**config.mk**
```make
export PLATFORM = sky130hd
export DESIGN_NAME = error_code_led_blinker
export DESIGN_NICKNAME = d
export VERILOG_FILES = /design/src/rtl/ecl_pkg.sv /design/src/rtl/error_code_led_blinker.sv
export SDC_FILE = /design/constraint.sdc
export NUM_CORES = 1
export LEC_CHECK = 0
export BUFFER_PORTS_ARGS = -buffer_cell sky130_fd_sc_hd__buf_4
export CAP_MARGIN = 40
export CORE_MARGIN = 2
export CORE_UTILIZATION = 25
export CTS_CLUSTER_DIAMETER = 50
export CTS_CLUSTER_SIZE = 20
export DETAILED_ROUTE_END_ITERATION = 10
export GPL_ROUTABILITY_DRIVEN = 0
export PLACE_DENSITY_LB_ADDON = 0.2
export RECOVER_POWER = 100
export SYNTH_ARGS = -nofsm -noshare
export SYNTH_HDL_FRONTEND = slang
export SYNTH_SLANG_ARGS = --single-unit
```
**constraint.sdc**
```tcl
create_clock -name clock -period 5.7 [get_ports clock]
set_clock_uncertainty 0.15 [all_clocks]
set_input_delay 0.855 -clock clock [delete_from_list [all_inputs] [get_ports clock]]
set_output_delay 0.855 -clock clock [all_outputs]
set_load 0.01 [all_outputs]
```
**src/rtl/ecl_pkg.sv**
```systemverilog
// ----------------------------------------------------------------------------
// ecl_pkg
// Shared constants, codes and recipe lookup functions for the error code
// LED blinker.
// ----------------------------------------------------------------------------
package ecl_pkg;

   localparam int MAX_STEPS = 20;
   localparam int PHASE_W   = $clog2(MAX_STEPS + 1);
   localparam int DUR_W     = 13;
   localparam int LEVEL_W   = 15;
   localparam int ELAPSED_W = 8;
   localparam int KEY_W     = 7;
   localparam int CSR_IDX_W = 3;
   localparam int CSR_ADR_W = CSR_IDX_W + 2;
   localparam int CSR_DAT_W = 32;

   localparam logic [DUR_W-1:0] SINCE_MAX = '1;

   typedef logic [PHASE_W-1:0] phase_type;
   typedef logic [DUR_W-1:0]   dur_type;
   typedef logic [LEVEL_W-1:0] level_type;

   // status classes
   localparam logic [1:0] CLS_NUMERIC = 2'd0;
   localparam logic [1:0] CLS_PROG    = 2'd1;
   localparam logic [1:0] CLS_CONFIG  = 2'd2;
   localparam logic [1:0] CLS_MATCH   = 2'd3;

   // register indexes
   localparam logic [CSR_IDX_W-1:0] REG_LED_INVERTED    = 3'd0;
   localparam logic [CSR_IDX_W-1:0] REG_NORMAL_LEVEL    = 3'd1;
   localparam logic [CSR_IDX_W-1:0] REG_ATTENTION_LEVEL = 3'd2;
   localparam logic [CSR_IDX_W-1:0] REG_OFF_LEVEL       = 3'd3;
   localparam logic [CSR_IDX_W-1:0] REG_STEADY_LEVEL    = 3'd4;

   // phase durations in ms
   localparam dur_type DUR_HEART_ON  = 13'd100;
   localparam dur_type DUR_HEART_OFF = 13'd3000;
   localparam dur_type DUR_PROG      = 13'd200;
   localparam dur_type DUR_CFG_ON    = 13'd3000;
   localparam dur_type DUR_CFG_OFF   = 13'd0;
   localparam dur_type DUR_MATCH_ON  = 13'd1000;
   localparam dur_type DUR_MATCH_OFF = 13'd200;
   localparam dur_type DUR_SHORT_ON  = 13'd200;
   localparam dur_type DUR_SHORT_OFF = 13'd300;
   localparam dur_type DUR_LONG_ON   = 13'd1200;
   localparam dur_type DUR_LONG_OFF  = 13'd400;
   localparam dur_type DUR_GROUP_GAP = 13'd600;
   localparam dur_type DUR_FRAME_GAP = 13'd5000;

   localparam logic [3:0] ERR_GROUP_MAX = 4'd5;
   localparam logic [3:0] ERR_MAX       = 4'd10;
   localparam phase_type  LEN_PAIR      = 5'd2;
   localparam phase_type  LEN_CODE      = 5'd10;
   localparam phase_type  LAST_CODE_IDX = LEN_CODE - 5'd1;

   function automatic phase_type recipe_len(input logic [1:0] cls, input logic [3:0] err);
      phase_type len;
      if (cls != CLS_NUMERIC || err == 4'd0) begin
         len = LEN_PAIR;
      end else if (err <= ERR_MAX) begin
         len = LEN_CODE;
      end else begin
         len = '0;
      end
      return len;
   endfunction

   function automatic dur_type recipe_dur(input logic [1:0] cls, input logic [3:0] err,
                                          input phase_type idx);
      dur_type    d;
      logic [3:0] pair;
      logic       odd;
      logic [3:0] k;
      pair = idx[PHASE_W-1:1];
      odd  = idx[0];
      k    = err - ERR_GROUP_MAX;
      d    = '0;
      case (cls)
         CLS_PROG:   d = DUR_PROG;
         CLS_CONFIG: d = odd ? DUR_CFG_OFF : DUR_CFG_ON;
         CLS_MATCH:  d = odd ? DUR_MATCH_OFF : DUR_MATCH_ON;
         default: begin
            if (err == 4'd0) begin
               d = odd ? DUR_HEART_OFF : DUR_HEART_ON;
            end else if (idx == LAST_CODE_IDX && err <= ERR_MAX) begin
               d = DUR_FRAME_GAP;
            end else if (err <= ERR_GROUP_MAX) begin
               if (pair < err) begin
                  if (odd) begin
                     d = ((pair + 4'd1) == err) ? DUR_GROUP_GAP : DUR_SHORT_OFF;
                  end else begin
                     d = DUR_SHORT_ON;
                  end
               end else begin
                  d = odd ? DUR_LONG_OFF : DUR_LONG_ON;
               end
            end else if (err <= ERR_MAX) begin
               if (pair < k) begin
                  d = odd ? DUR_LONG_OFF : DUR_LONG_ON;
               end else begin
                  d = odd ? DUR_SHORT_OFF : DUR_SHORT_ON;
               end
            end else begin
               d = '0;
            end
         end
      endcase
      return d;
   endfunction

endpackage

```
**src/rtl/error_code_led_blinker.sv**
```systemverilog
// ----------------------------------------------------------------------------
// error_code_led_blinker
// Drives an LED through blink recipes chosen by the reported status.
// ----------------------------------------------------------------------------
// Usage:
//   req channel: one item per time sample, carrying the ms elapsed since the
//   previous item and the current status. rsp channel: one item per req
//   item, with the logical LED phase and the level for the pin.
//   Registers sit on an APB-style port at byte address 4*i; pready is tied
//   high and writes land in the access cycle.
//   Path: an item passes through the input register, then the result
//   register. Throughput: one item per cycle while rsp_stall is low; the
//   work for an item (an add, a saturate, a recipe lookup, a compare, the
//   phase step and the level select) sits between the two registers.
//   Reset: the blink state is cleared, the elapsed counter is saturated and
//   the first item always starts a fresh recipe; registers take their
//   reset values.
//   Stall: a stalled result holds in the result register; the input
//   register then fills and req_stall rises, so nothing is lost.
// ----------------------------------------------------------------------------
module error_code_led_blinker (
   input  logic                             clock,
   input  logic                             reset,
   input  logic                             req_valid,
   output logic                             req_stall,
   input  logic [ecl_pkg::ELAPSED_W-1:0]    req_elapsed_ms,
   input  logic [1:0]                       req_status_class,
   input  logic [3:0]                       req_error_number,
   input  logic                             req_not_connected,
   output logic                             rsp_valid,
   input  logic                             rsp_stall,
   output logic                             rsp_led_on,
   output logic [ecl_pkg::LEVEL_W-1:0]      rsp_pin_value,
   input  logic                             psel,
   input  logic                             penable,
   input  logic                             pwrite,
   input  logic [ecl_pkg::CSR_ADR_W-1:0]    paddr,
   input  logic [ecl_pkg::CSR_DAT_W-1:0]    pwdata,
   output logic [ecl_pkg::CSR_DAT_W-1:0]    prdata,
   output logic                             pready
);
   import ecl_pkg::*;

   // configuration registers
   logic      led_inverted_ff;
   level_type normal_level_ff, attention_level_ff, off_level_ff, steady_level_ff;
   logic [CSR_IDX_W-1:0] csr_idx;
   logic                 csr_wr;

   // input register
   logic                 s1_valid_ff, s1_valid_in;
   logic [ELAPSED_W-1:0] s1_elapsed_ff;
   logic [1:0]           s1_class_ff;
   logic [3:0]           s1_err_ff;
   logic                 s1_nc_ff;

   // blink state
   logic              st_valid_ff;
   logic [KEY_W-1:0]  last_status_ff;
   phase_type         phase_ff, phase_in;
   dur_type           since_ff, since_in;
   logic              lit_ff, lit_in;

   // result register
   logic      rsp_valid_ff, rsp_valid_in;
   logic      rsp_led_ff;
   level_type rsp_pin_ff, pin_in;

   logic              adv, take_in;
   logic [KEY_W-1:0]  key;
   logic              change;
   phase_type         phase0, phase_nx, len;
   logic              lit0;
   logic [DUR_W:0]    sum;
   dur_type           since_sat, dur;
   logic              toggle, running, normal;

   assign pready  = 1'b1;
   assign csr_idx = paddr[CSR_ADR_W-1:2];
   assign csr_wr  = psel & penable & pwrite & pready;

   always_comb begin
      prdata = '0;
      case (csr_idx)
         REG_LED_INVERTED:    prdata = {{(CSR_DAT_W-1){1'b0}}, led_inverted_ff};
         REG_NORMAL_LEVEL:    prdata = {{(CSR_DAT_W-LEVEL_W){1'b0}}, normal_level_ff};
         REG_ATTENTION_LEVEL: prdata = {{(CSR_DAT_W-LEVEL_W){1'b0}}, attention_level_ff};
         REG_OFF_LEVEL:       prdata = {{(CSR_DAT_W-LEVEL_W){1'b0}}, off_level_ff};
         REG_STEADY_LEVEL:    prdata = {{(CSR_DAT_W-LEVEL_W){1'b0}}, steady_level_ff};
         default:             prdata = '0;
      endcase
   end

   always_ff @(posedge clock) begin
      if (reset) begin
         led_inverted_ff    <= 1'b0;
         normal_level_ff    <= 15'd1;
         attention_level_ff <= 15'd1;
         off_level_ff       <= 15'd0;
         steady_level_ff    <= 15'd0;
      end else if (csr_wr) begin
         case (csr_idx)
            REG_LED_INVERTED:    led_inverted_ff    <= pwdata[0];
            REG_NORMAL_LEVEL:    normal_level_ff    <= pwdata[LEVEL_W-1:0];
            REG_ATTENTION_LEVEL: attention_level_ff <= pwdata[LEVEL_W-1:0];
            REG_OFF_LEVEL:       off_level_ff       <= pwdata[LEVEL_W-1:0];
            REG_STEADY_LEVEL:    steady_level_ff    <= pwdata[LEVEL_W-1:0];
            default: ;
         endcase
      end
   end

   // handshake
   assign adv       = s1_valid_ff & (~rsp_valid_ff | ~rsp_stall);
   assign req_stall = s1_valid_ff & ~adv;
   assign take_in   = req_valid & ~req_stall;

   always_comb begin
      s1_valid_in = s1_valid_ff;
      if (adv) s1_valid_in = 1'b0;
      if (take_in) s1_valid_in = 1'b1;
      rsp_valid_in = rsp_valid_ff;
      if (rsp_valid_ff & ~rsp_stall) rsp_valid_in = 1'b0;
      if (adv) rsp_valid_in = 1'b1;
   end

   // blink step
   always_comb begin
      key       = {s1_nc_ff, s1_err_ff, s1_class_ff};
      change    = ~st_valid_ff | (key != last_status_ff);
      phase0    = change ? '0 : phase_ff;
      lit0      = change ? ~led_inverted_ff : lit_ff;
      len       = recipe_len(s1_class_ff, s1_err_ff);
      sum       = {1'b0, since_ff} + {{(DUR_W+1-ELAPSED_W){1'b0}}, s1_elapsed_ff};
      since_sat = sum[DUR_W] ? SINCE_MAX : sum[DUR_W-1:0];
      dur       = recipe_dur(s1_class_ff, s1_err_ff, phase0);
      toggle    = since_sat >= dur;
      phase_nx  = phase0 + 5'd1;
      if (phase_nx >= len) phase_nx = '0;
      phase_in  = toggle ? phase_nx : phase0;
      since_in  = toggle ? '0 : since_sat;
      lit_in    = toggle ? ~lit0 : lit0;
      running   = (s1_class_ff == CLS_NUMERIC) && (s1_err_ff == 4'd0);
      normal    = running || (s1_class_ff == CLS_CONFIG)
                  || ((s1_class_ff == CLS_NUMERIC) && s1_nc_ff);
      if (running && steady_level_ff != '0) begin
         pin_in = steady_level_ff;
      end else if (lit_in) begin
         pin_in = normal ? normal_level_ff : attention_level_ff;
      end else begin
         pin_in = off_level_ff;
      end
   end

   always_ff @(posedge clock) begin
      if (reset) begin
         s1_valid_ff  <= 1'b0;
         rsp_valid_ff <= 1'b0;
         st_valid_ff  <= 1'b0;
         phase_ff     <= '0;
         since_ff     <= SINCE_MAX;
         lit_ff       <= 1'b0;
      end else begin
         s1_valid_ff  <= s1_valid_in;
         rsp_valid_ff <= rsp_valid_in;
         if (adv) begin
            st_valid_ff <= 1'b1;
            phase_ff    <= phase_in;
            since_ff    <= since_in;
            lit_ff      <= lit_in;
         end
      end
   end

   always_ff @(posedge clock) begin
      if (take_in) begin
         s1_elapsed_ff <= req_elapsed_ms;
         s1_class_ff   <= req_status_class;
         s1_err_ff     <= req_error_number;
         s1_nc_ff      <= req_not_connected;
      end
      if (adv) begin
         last_status_ff <= key;
         rsp_led_ff     <= lit_in;
         rsp_pin_ff     <= pin_in;
      end
   end

   assign rsp_valid     = rsp_valid_ff;
   assign rsp_led_on    = rsp_led_ff;
   assign rsp_pin_value = rsp_pin_ff;

`ifndef SYNTH
   a_phase_in_recipe: assert property (@(posedge clock) disable iff (reset)
      phase_ff <= LAST_CODE_IDX)
      else $error("phase index beyond longest recipe");

   a_restart_phase: assert property (@(posedge clock) disable iff (reset)
      (adv && change) |=> (phase_ff == 5'd0 || phase_ff == 5'd1))
      else $error("status change did not restart the recipe");

   a_stall_needs_item: assert property (@(posedge clock) disable iff (reset)
      req_stall |-> s1_valid_ff)
      else $error("input stalled with empty input register");

   a_empty_recipe_phase: assert property (@(posedge clock) disable iff (reset)
      (st_valid_ff && last_status_ff[1:0] == CLS_NUMERIC
       && last_status_ff[5:2] > ERR_MAX) |-> phase_ff == 5'd0)
      else $error("empty recipe left phase nonzero");
`endif

endmodule
```
# Yosys cells after proc, flatten, opt, wreduce, memory -nomap -nowiden

Index checks and enable logic that the tools add are counted.

Logic and storage cells: 103
Flip-flop bits (word level): 121

Bitwise operators: 15
Eq/ne operators: 10
Add/sub/neg operators: 4
Multiplexer cells: 31
$lt $le $gt $ge: 6
Reduce and logical (&&, ||, !) cells: 19

Operator list:

| kind                                           | number |
|---|---|
| 2-to-1 mux 13 bit                              | 7 |
| case mux 15 bit (5 select lines)               | 1 |
| 2-to-1 mux 15 bit                              | 3 |
| case mux 13 bit (3 select lines)               | 1 |
| 2-to-1 mux 10 bit                              | 3 |
| 2-to-1 mux 12 bit                              | 2 |
| 2-to-1 mux 11 bit                              | 2 |
| 2-to-1 mux 5 bit                               | 3 |
| nonzero test 15 bit                            | 1 |
| adder 13 x 8 -> 14 bit                         | 1 |
| >= comparator 13 bit                           | 1 |
| AND reduction 2 bit                            | 5 |
| 2-to-1 mux 9 bit                               | 1 |
| less-than comparator 4 bit                     | 2 |
| 2-to-1 mux 4 bit                               | 2 |
| != test 7 bit                                  | 1 |
| NOT 1 bit                                      | 7 |
| AND 1 bit                                      | 6 |
| == test 3 x 2 -> 1 bit (second input constant) | 2 |
| 2-to-1 mux 1 bit                               | 6 |
| nonzero test 2 bit                             | 3 |
| adder 5 x 1 -> 5 bit (second input constant)   | 1 |
| == test 5 x 4 -> 1 bit (second input constant) | 1 |
| >= comparator 5 bit                            | 1 |
| 15 further kinds                               | 22 |

# Longest topological paths before layout

Word-level depth: 16
Mapped depth: 26
Gate-level depth less buffers: 23

# Worst setup path after synthesis

OpenSTA, ideal clock, no wires.

Path kind: register -> register
Start point: register s1_err_ff[0]
End point: register rsp_pin_ff[10], in the netlist rsp_pin_value[10] (data pin)
Period minus slack after synthesis: 4.864 ns
Data required time: 5.292 ns
Setup time: 0.258 ns
Arrival: 4.456 ns
Cell stages (with the launch flop): 23
Path slack: 0.836 ns
Buffers on the path: 2
Path through: edfxtp_1 > xnor2_1 > nand4_1 > nor2_4 > nand2_2 > clkinv_1 > ha_1 > or4bb_1 > nor4_2 > nor2_1 > a31oi_1 > o22a_1 > nor2_1 > ha_1 > and4_1 > nand3_1 > nor4_1 > and3_1 > buf_2 > nor2_2 > buf_2 > o2111ai_1 > nor2_1

Cells in the longest elaborated chain, start to end: 16

Ends and longest elaborated chain:

| item                             | line                          | text |
|---|---|---|
| start, declared                  | error_code_led_blinker.sv:54  | `logic [3:0] s1_err_ff;` |
| start signal, assigned           | error_code_led_blinker.sv:179 | `s1_err_ff <= req_error_number;` |
| != test 7 bit                    | error_code_led_blinker.sv:130 | `change = ~st_valid_ff \| (key != last_status_ff);` |
| OR 1 bit                         | error_code_led_blinker.sv:130 |  |
| 2-to-1 mux 5 bit                 | error_code_led_blinker.sv:131 | `phase0 = change ? '0 : phase_ff;` |
| adder 4 x 1 -> 4 bit             | ecl_pkg.sv:92                 | `d = ((pair + 4'd1) == err) ? DUR_GROUP_GAP : DUR_SHORT_OFF;` |
| == test 4 bit                    | ecl_pkg.sv:92                 |  |
| 2-to-1 mux 10 bit                | ecl_pkg.sv:92                 |  |
| 2-to-1 mux 10 bit                | ecl_pkg.sv:91                 | `if (odd) begin` |
| 2-to-1 mux 13 bit                | ecl_pkg.sv:90                 | `if (pair < err) begin` |
| 2-to-1 mux 13 bit                | ecl_pkg.sv:89                 | `end else if (err <= ERR_GROUP_MAX) begin` |
| 2-to-1 mux 13 bit                | ecl_pkg.sv:87                 | `end else if (idx == LAST_CODE_IDX && err <= ERR_MAX) begin` |
| 2-to-1 mux 13 bit                | ecl_pkg.sv:85                 | `if (err == 4'd0) begin` |
| case mux 13 bit (3 select lines) | ecl_pkg.sv:80                 | `case (cls)` |
| >= comparator 13 bit             | error_code_led_blinker.sv:137 | `toggle = since_sat >= dur;` |
| 2-to-1 mux 1 bit                 | error_code_led_blinker.sv:142 | `lit_in = toggle ? ~lit0 : lit0;` |
| 2-to-1 mux 15 bit                | error_code_led_blinker.sv:148 | `end else if (lit_in) begin` |
| 2-to-1 mux 15 bit (*)            | error_code_led_blinker.sv:146 | `if (running && steady_level_ff != '0) begin` |
| net pin_in[10]                   | error_code_led_blinker.sv:67  | `level_type rsp_pin_ff, pin_in;` |
| end signal, assigned             | error_code_led_blinker.sv:185 | `rsp_pin_ff <= pin_in;` |
| end, declared                    | error_code_led_blinker.sv:67  |  |

The timed path passes the listed nets; every way through them passes the cells marked *.
A chain may end at the register's enable or synchronous reset.

# Worst setup path after layout

Start point: register s1_err_ff[2]
End point: register rsp_led_ff, in the netlist rsp_led_on (data pin)

Cells in the longest elaborated chain, start to end: 14

Ends and longest elaborated chain:

| item                             | line                          | text |
|---|---|---|
| != test 7 bit                    | error_code_led_blinker.sv:130 |  |
| OR 1 bit                         | error_code_led_blinker.sv:130 |  |
| 2-to-1 mux 5 bit                 | error_code_led_blinker.sv:131 |  |
| adder 4 x 1 -> 4 bit             | ecl_pkg.sv:92                 |  |
| == test 4 bit                    | ecl_pkg.sv:92                 |  |
| 2-to-1 mux 10 bit                | ecl_pkg.sv:92                 |  |
| 2-to-1 mux 10 bit                | ecl_pkg.sv:91                 |  |
| 2-to-1 mux 13 bit                | ecl_pkg.sv:90                 |  |
| 2-to-1 mux 13 bit                | ecl_pkg.sv:89                 |  |
| 2-to-1 mux 13 bit                | ecl_pkg.sv:87                 |  |
| 2-to-1 mux 13 bit                | ecl_pkg.sv:85                 |  |
| case mux 13 bit (3 select lines) | ecl_pkg.sv:80                 |  |
| >= comparator 13 bit             | error_code_led_blinker.sv:137 |  |
| 2-to-1 mux 1 bit (*)             | error_code_led_blinker.sv:142 |  |
| net lit_in                       | error_code_led_blinker.sv:62  | `logic lit_ff, lit_in;` |
| end signal, assigned             | error_code_led_blinker.sv:184 | `rsp_led_ff <= lit_in;` |
| end, declared                    | error_code_led_blinker.sv:66  | `logic rsp_led_ff;` |

Marked as above.

==> impl_results.html <==
<table>
<tr><th>Metric</th><th>Value</th></tr>
<tr><th colspan="2">STA</th></tr>
<tr><td>Max transition margin</td><td>-0.0522%</td></tr>
<tr><td>Setup TNS</td><td>0 ps</td></tr>
<tr><td>Final hold violations</td><td>0</td></tr>
<tr><td>Fin crit share</td><td>about nine tenths</td></tr>
<tr><td>Maximum achievable frequency</td><td>192 MHz</td></tr>
<tr><td>Final number of setup-violating endpoints</td><td>0</td></tr>
<tr><td>Minimum clock period</td><td>roughly 5200 ps</td></tr>
<tr><td>Transition time at the pin with the least slew margin</td><td>1500 ps</td></tr>
<tr><td>Slew Limit Fails</td><td>26</td></tr>
<tr><td>Final critical-path setup slack</td><td>488 ps</td></tr>
<tr><td>Worst hold margin</td><td>317 ps</td></tr>
<tr><td>Unrepaired setup endpoints after global routing</td><td>no</td></tr>
<tr><th colspan="2">Logic synthesis</th></tr>
<tr><td>Proportion of synthesized flip-flops having asynchronous set or reset</td><td>0%</td></tr>
<tr><td>Netlist cell types</td><td>79</td></tr>
<tr><td>Flip-flop and latch count after synthesis</td><td>121</td></tr>
<tr><td>Part of the Yosys area used for sequential elements</td><td>36.5%</td></tr>
<tr><td>Post-synthesis cell type with the largest combined area</td><td>sky130_fd_sc_hd__dfxtp_1</td></tr>
<tr><td>Gate count of the mapped netlist</td><td>915</td></tr>
<tr><td>Mean Syn Cell Area</td><td>8.40 um2</td></tr>
<tr><td>Post-synth design cell area</td><td>0.00768 mm2</td></tr>
<tr><td>Yosys top cell area share</td><td>21.6%</td></tr>
<tr><td>Count of flip-flops with a built-in enable after synthesis</td><td>38</td></tr>
<tr><td>Ranking of synthesized cells by area</td><td>sky130_fd_sc_hd__dfxtp_1 (22%), sky130_fd_sc_hd__edfxtp_1 (15%), sky130_fd_sc_hd__nand2_1 (7.0%)</td></tr>
<tr><td>Primary FF master, synth</td><td>sky130_fd_sc_hd__dfxtp_1</td></tr>
<tr><td>Yosys warnings</td><td>0</td></tr>
<tr><th colspan="2">Finish</th></tr>
<tr><td>Area used by sequential logic in the layout</td><td>0.00280 mm2</td></tr>
<tr><td>Number of inserted filler cells in the final layout</td><td>3299</td></tr>
<tr><td>Fraction of layout cells with a size suffix above 1</td><td>12.7%</td></tr>
<tr><td>Number of antenna cells inserted</td><td>0</td></tr>
<tr><td>Fraction of the core area covered by cells at the end of the flow</td><td>29.7%</td></tr>
<tr><td>Final standard cell count with taps included and fillers excluded</td><td>approximately 1400</td></tr>
<tr><td>Layout overhead on the synthesized area</td><td>17.7%</td></tr>
<tr><td>Layout Cell Area excl Fill</td><td>about 0.009 mm2</td></tr>
<tr><td>Layout net count</td><td>between 1000 and 1500</td></tr>
<tr><td>Area of the multi-input gates</td><td>0.00448 mm2</td></tr>
<tr><th colspan="2">Drt</th></tr>
<tr><td>Iter 0 DRT Violations</td><td>461</td></tr>
<tr><td>Total iterations of the first detailed-routing run</td><td>5</td></tr>
<tr><td>Number of vias per cell</td><td>4.95</td></tr>
<tr><td>Average wire per cell in the routed design</td><td>17.6 um</td></tr>
<tr><td>Antenna Nets Post-Route</td><td>0</td></tr>
<tr><td>DRC violations left</td><td>0</td></tr>
<tr><td>Via total after detailed routing</td><td>6824</td></tr>
<tr><td>Total wire length</td><td>between 20000 and 25000 um</td></tr>
<tr><th colspan="2">Min path</th></tr>
<tr><td>Min-Delay Startpoint</td><td>attention_level_ff[4]</td></tr>
<tr><td>Worst hold path stage count</td><td>2</td></tr>
<tr><td>Worst hold path class</td><td>reg -&gt; reg</td></tr>
<tr><td>Endpoint with the worst hold slack</td><td>attention_level_ff[4]</td></tr>
<tr><th colspan="2">Clocking</th></tr>
<tr><td>CTS tree</td><td>yes</td></tr>
<tr><td>Count of instances resized after the clock tree is built</td><td>0</td></tr>
<tr><td>Clock Pin Slew Worst Setup and Hold Paths</td><td>approximately 60 ps</td></tr>
<tr><td>Sink count of the clock tree</td><td>121</td></tr>
<tr><td>Count of H-tree levels built during CTS</td><td>4</td></tr>
<tr><td>Count of hold-fix buffers inserted at cts</td><td>0</td></tr>
<tr><td>Deepest clock path buffer count</td><td>2</td></tr>
<tr><td>Library cell used as clock root buffer</td><td>sky130_fd_sc_hd__clkbuf_16</td></tr>
<tr><td>Number of setup buffers added after CTS</td><td>0</td></tr>
<tr><td>Number of buffers added by the clock tree synthesis step</td><td>17</td></tr>
<tr><td>Clock latency at the later pin of the worst-skew pair</td><td>430 ps</td></tr>
<tr><th colspan="2">Power and ir drop</th></tr>
<tr><td>PD cells</td><td>295 mW/mm2</td></tr>
<tr><td>Post-layout power</td><td>2.67 mW</td></tr>
<tr><td>P_leak</td><td>3.41 nW</td></tr>
<tr><td>VDD IR max</td><td>slightly above 200 uV</td></tr>
<tr><th colspan="2">Setup path</th></tr>
<tr><td>Minimum setup slack among reg-to-reg paths</td><td>490 ps</td></tr>
<tr><td>Crit path DAT</td><td>5270 ps</td></tr>
<tr><td>Endpoint required time on the critical path</td><td>approximately 5800 ps</td></tr>
<tr><td>Worst Setup End Kind</td><td>flip-flop</td></tr>
<tr><td>CP Max Fanout</td><td>11</td></tr>
<tr><td>Buf/Inv on CP</td><td>2</td></tr>
<tr><td>Crit. path cell count</td><td>22</td></tr>
<tr><td>FF-to-FF path depth</td><td>22</td></tr>
<tr><td>CP peak stage delay</td><td>430 ps</td></tr>
<tr><td>Startpoint types</td><td>flip-flop</td></tr>
<tr><td>Crit-path most repeated cell</td><td>sky130_fd_sc_hd__ha_1</td></tr>
<tr><td>Reg-to-reg critical path endpoint</td><td>rsp_led_on</td></tr>
<tr><td>CP top delay family</td><td>simple AND/OR/NAND/NOR gates</td></tr>
<tr><td>Worst path slowest cell</td><td>sky130_fd_sc_hd__nor4_1</td></tr>
<tr><td>Worst r2r src</td><td>s1_err_ff[2]</td></tr>
<tr><td>Cell breakdown of the critical path</td><td>xnor2_1, nand4_4, nor2_4, nand2_1, inv_1, ha_1, nor2b_1, o311ai_0, o21ai_1, ha_1, nand2b_1, a31oi_1, o22a_1, nor2_1, ha_1, and4_1, nand3_1, nor4_1, and3_1, nor2_2, buf_8, xnor2_1</td></tr>
<tr><td>Path type of the worst setup path</td><td>reg -&gt; reg</td></tr>
<tr><th colspan="2">Place</th></tr>
<tr><td>Cells after DPL</td><td>1346</td></tr>
<tr><td>DP Worst Slack</td><td>532 ps</td></tr>
<tr><td>IO Port Bufs</td><td>72</td></tr>
<tr><td>Dpl hpwl</td><td>approximately 17000 um</td></tr>
<tr><td>Placed standard-cell area</td><td>just under 0.009 mm2</td></tr>
<tr><th colspan="2">GRT</th></tr>
<tr><td>Global Route Usage Sum</td><td>15.4%</td></tr>
<tr><td>Residual overflow from global routing</td><td>0</td></tr>
<tr><td>First-pass GRT wire length</td><td>38100 um</td></tr>
<tr><td>Antenna violations before repair</td><td>0</td></tr>
<tr><td>Largest net degree at the start of global routing</td><td>72</td></tr>
<tr><td>Number of global-route vias before repair</td><td>6651</td></tr>
<tr><th colspan="2">Status</th></tr>
<tr><td>Violations in the final reports</td><td>capacitance limit, slew limit</td></tr>
<tr><td>Run status</td><td>finished with violations</td></tr>
<tr><th colspan="2">Die</th></tr>
<tr><td>Core region area</td><td>0.0304 mm2</td></tr>
<tr><td>Rows</td><td>64</td></tr>
<tr><td>Die Area</td><td>0.0322 mm2</td></tr>
<tr><td>I/O pin count</td><td>between 100 and 150</td></tr>
<tr><td>Horizontal extent of the die</td><td>179 um</td></tr>
<tr><td>Chip Height</td><td>about 180 um</td></tr>
<tr><td>Initial standard-cell utilization of the core</td><td>about 25%</td></tr>
<tr><th colspan="2">Job</th></tr>
<tr><td>Max-capacitance violation count</td><td>1</td></tr>
</table>
-- logic make-up after synthesis --
kind of cell / Yosys count / synth area share [%]
mux: 34 / 4.49
fa+ha+maj: 37 / 6.12
other cells: 2 / 0.0977
buf+inv: 100 / 6.15
xor+xnor: 23 / 3.21
simple gates: 375 / 23.6
compound gates: 223 / 19.9
flops: 121 / 36.5
-- worst max path at each step --
stage / startpoint / to / slack (ps)
after global routing: s1_err_ff[2] / rsp_pin_value[0] / 30
after detailed placement: s1_err_ff[2] / rsp_pin_value[2] / 530
after floorplan: s1_err_ff[0] / rsp_pin_value[10] / 840
after global placement: s1_err_ff[2] / rsp_led_on / 290
final: s1_err_ff[2] / rsp_led_on / 490
after CTS: s1_err_ff[2] / rsp_pin_value[2] / 520
-- registers in the layout, indices dropped and copies added (netlist names), 2 cells and up --
register,cells
attention_level_ff,15
last_status_ff,7
normal_level_ff,15
off_level_ff,15
phase_ff,5
rsp_pin_value,15
s1_class_ff,2
s1_elapsed_ff,8
s1_err_ff,4
since_ff,13
steady_level_ff,15
-- synth_stat cells (7+ instances only) --
master,count
sky130_fd_sc_hd__nor2_1,90
sky130_fd_sc_hd__o22ai_1,15
sky130_fd_sc_hd__nor3_1,13
sky130_fd_sc_hd__nand3_1,15
sky130_fd_sc_hd__a211oi_1,20
sky130_fd_sc_hd__dfxtp_1,83
sky130_fd_sc_hd__xnor2_1,16
sky130_fd_sc_hd__buf_4,21
sky130_fd_sc_hd__clkbuf_1,47
sky130_fd_sc_hd__inv_1,13
sky130_fd_sc_hd__a22oi_1,16
sky130_fd_sc_hd__nand4_1,33
sky130_fd_sc_hd__a21oi_1,64
sky130_fd_sc_hd__nand2_1,144
sky130_fd_sc_hd__a21o_1,7
sky130_fd_sc_hd__ha_1,36
sky130_fd_sc_hd__mux2i_1,30
sky130_fd_sc_hd__nor2b_1,23
sky130_fd_sc_hd__a31oi_1,7
sky130_fd_sc_hd__o21ai_0,20
sky130_fd_sc_hd__nor4_1,8
sky130_fd_sc_hd__edfxtp_1,38
sky130_fd_sc_hd__o211ai_1,17
sky130_fd_sc_hd__o2111ai_1,16
sky130_fd_sc_hd__buf_2,15
-- final cells by class --
class	count	share of cell area, %
sequential	121	31.0
clock inverter	15	1.41
timing repair buffer	104	7.25
tap	396	5.48
inverter	15	0.623
clock buffer	17	4.70
multi-input combinational	710	49.5
-- layer usage --
metal / vias up / part of all wire [%] / track usage (%)
met5: - / 0 / 0
met4: 0 / 1.4 / 4.20
met3: 25 / 3.1 / 2.42
met2: 128 / 46 / 24.9
met1: 3271 / 49 / 21.3
li1: 3400 / - / -
-- tightest hold or removal path, stage by stage, from the launching register on --
cell and delay (ps):
sky130_fd_sc_hd__dfxtp_1 320, sky130_fd_sc_hd__nand2_1 50, sky130_fd_sc_hd__a21oi_1 50
-- placed cells by master, fill, tap and decap left out, drive strengths merged, types with 24 or more instances in the layout --
master / n
nand4: 34
o21ai: 24
a21oi: 65
nor2: 92
dfxtp: 83
ha: 36
mux2i: 30
inv: 24
buf: 42
clkbuf: 79
edfxtp: 38
nand2: 146
a211oi: 24
-- where the power goes --
group | total [mW] | switching [mW] | internal [mW]
sequential | 0.993 | 0.0377 | 0.956
combinational | 0.633 | 0.391 | 0.242
clock | 1.04 | 0.469 | 0.572
total | 2.67 | 0.898 | 1.77
(Power assumes the default switching activity.)
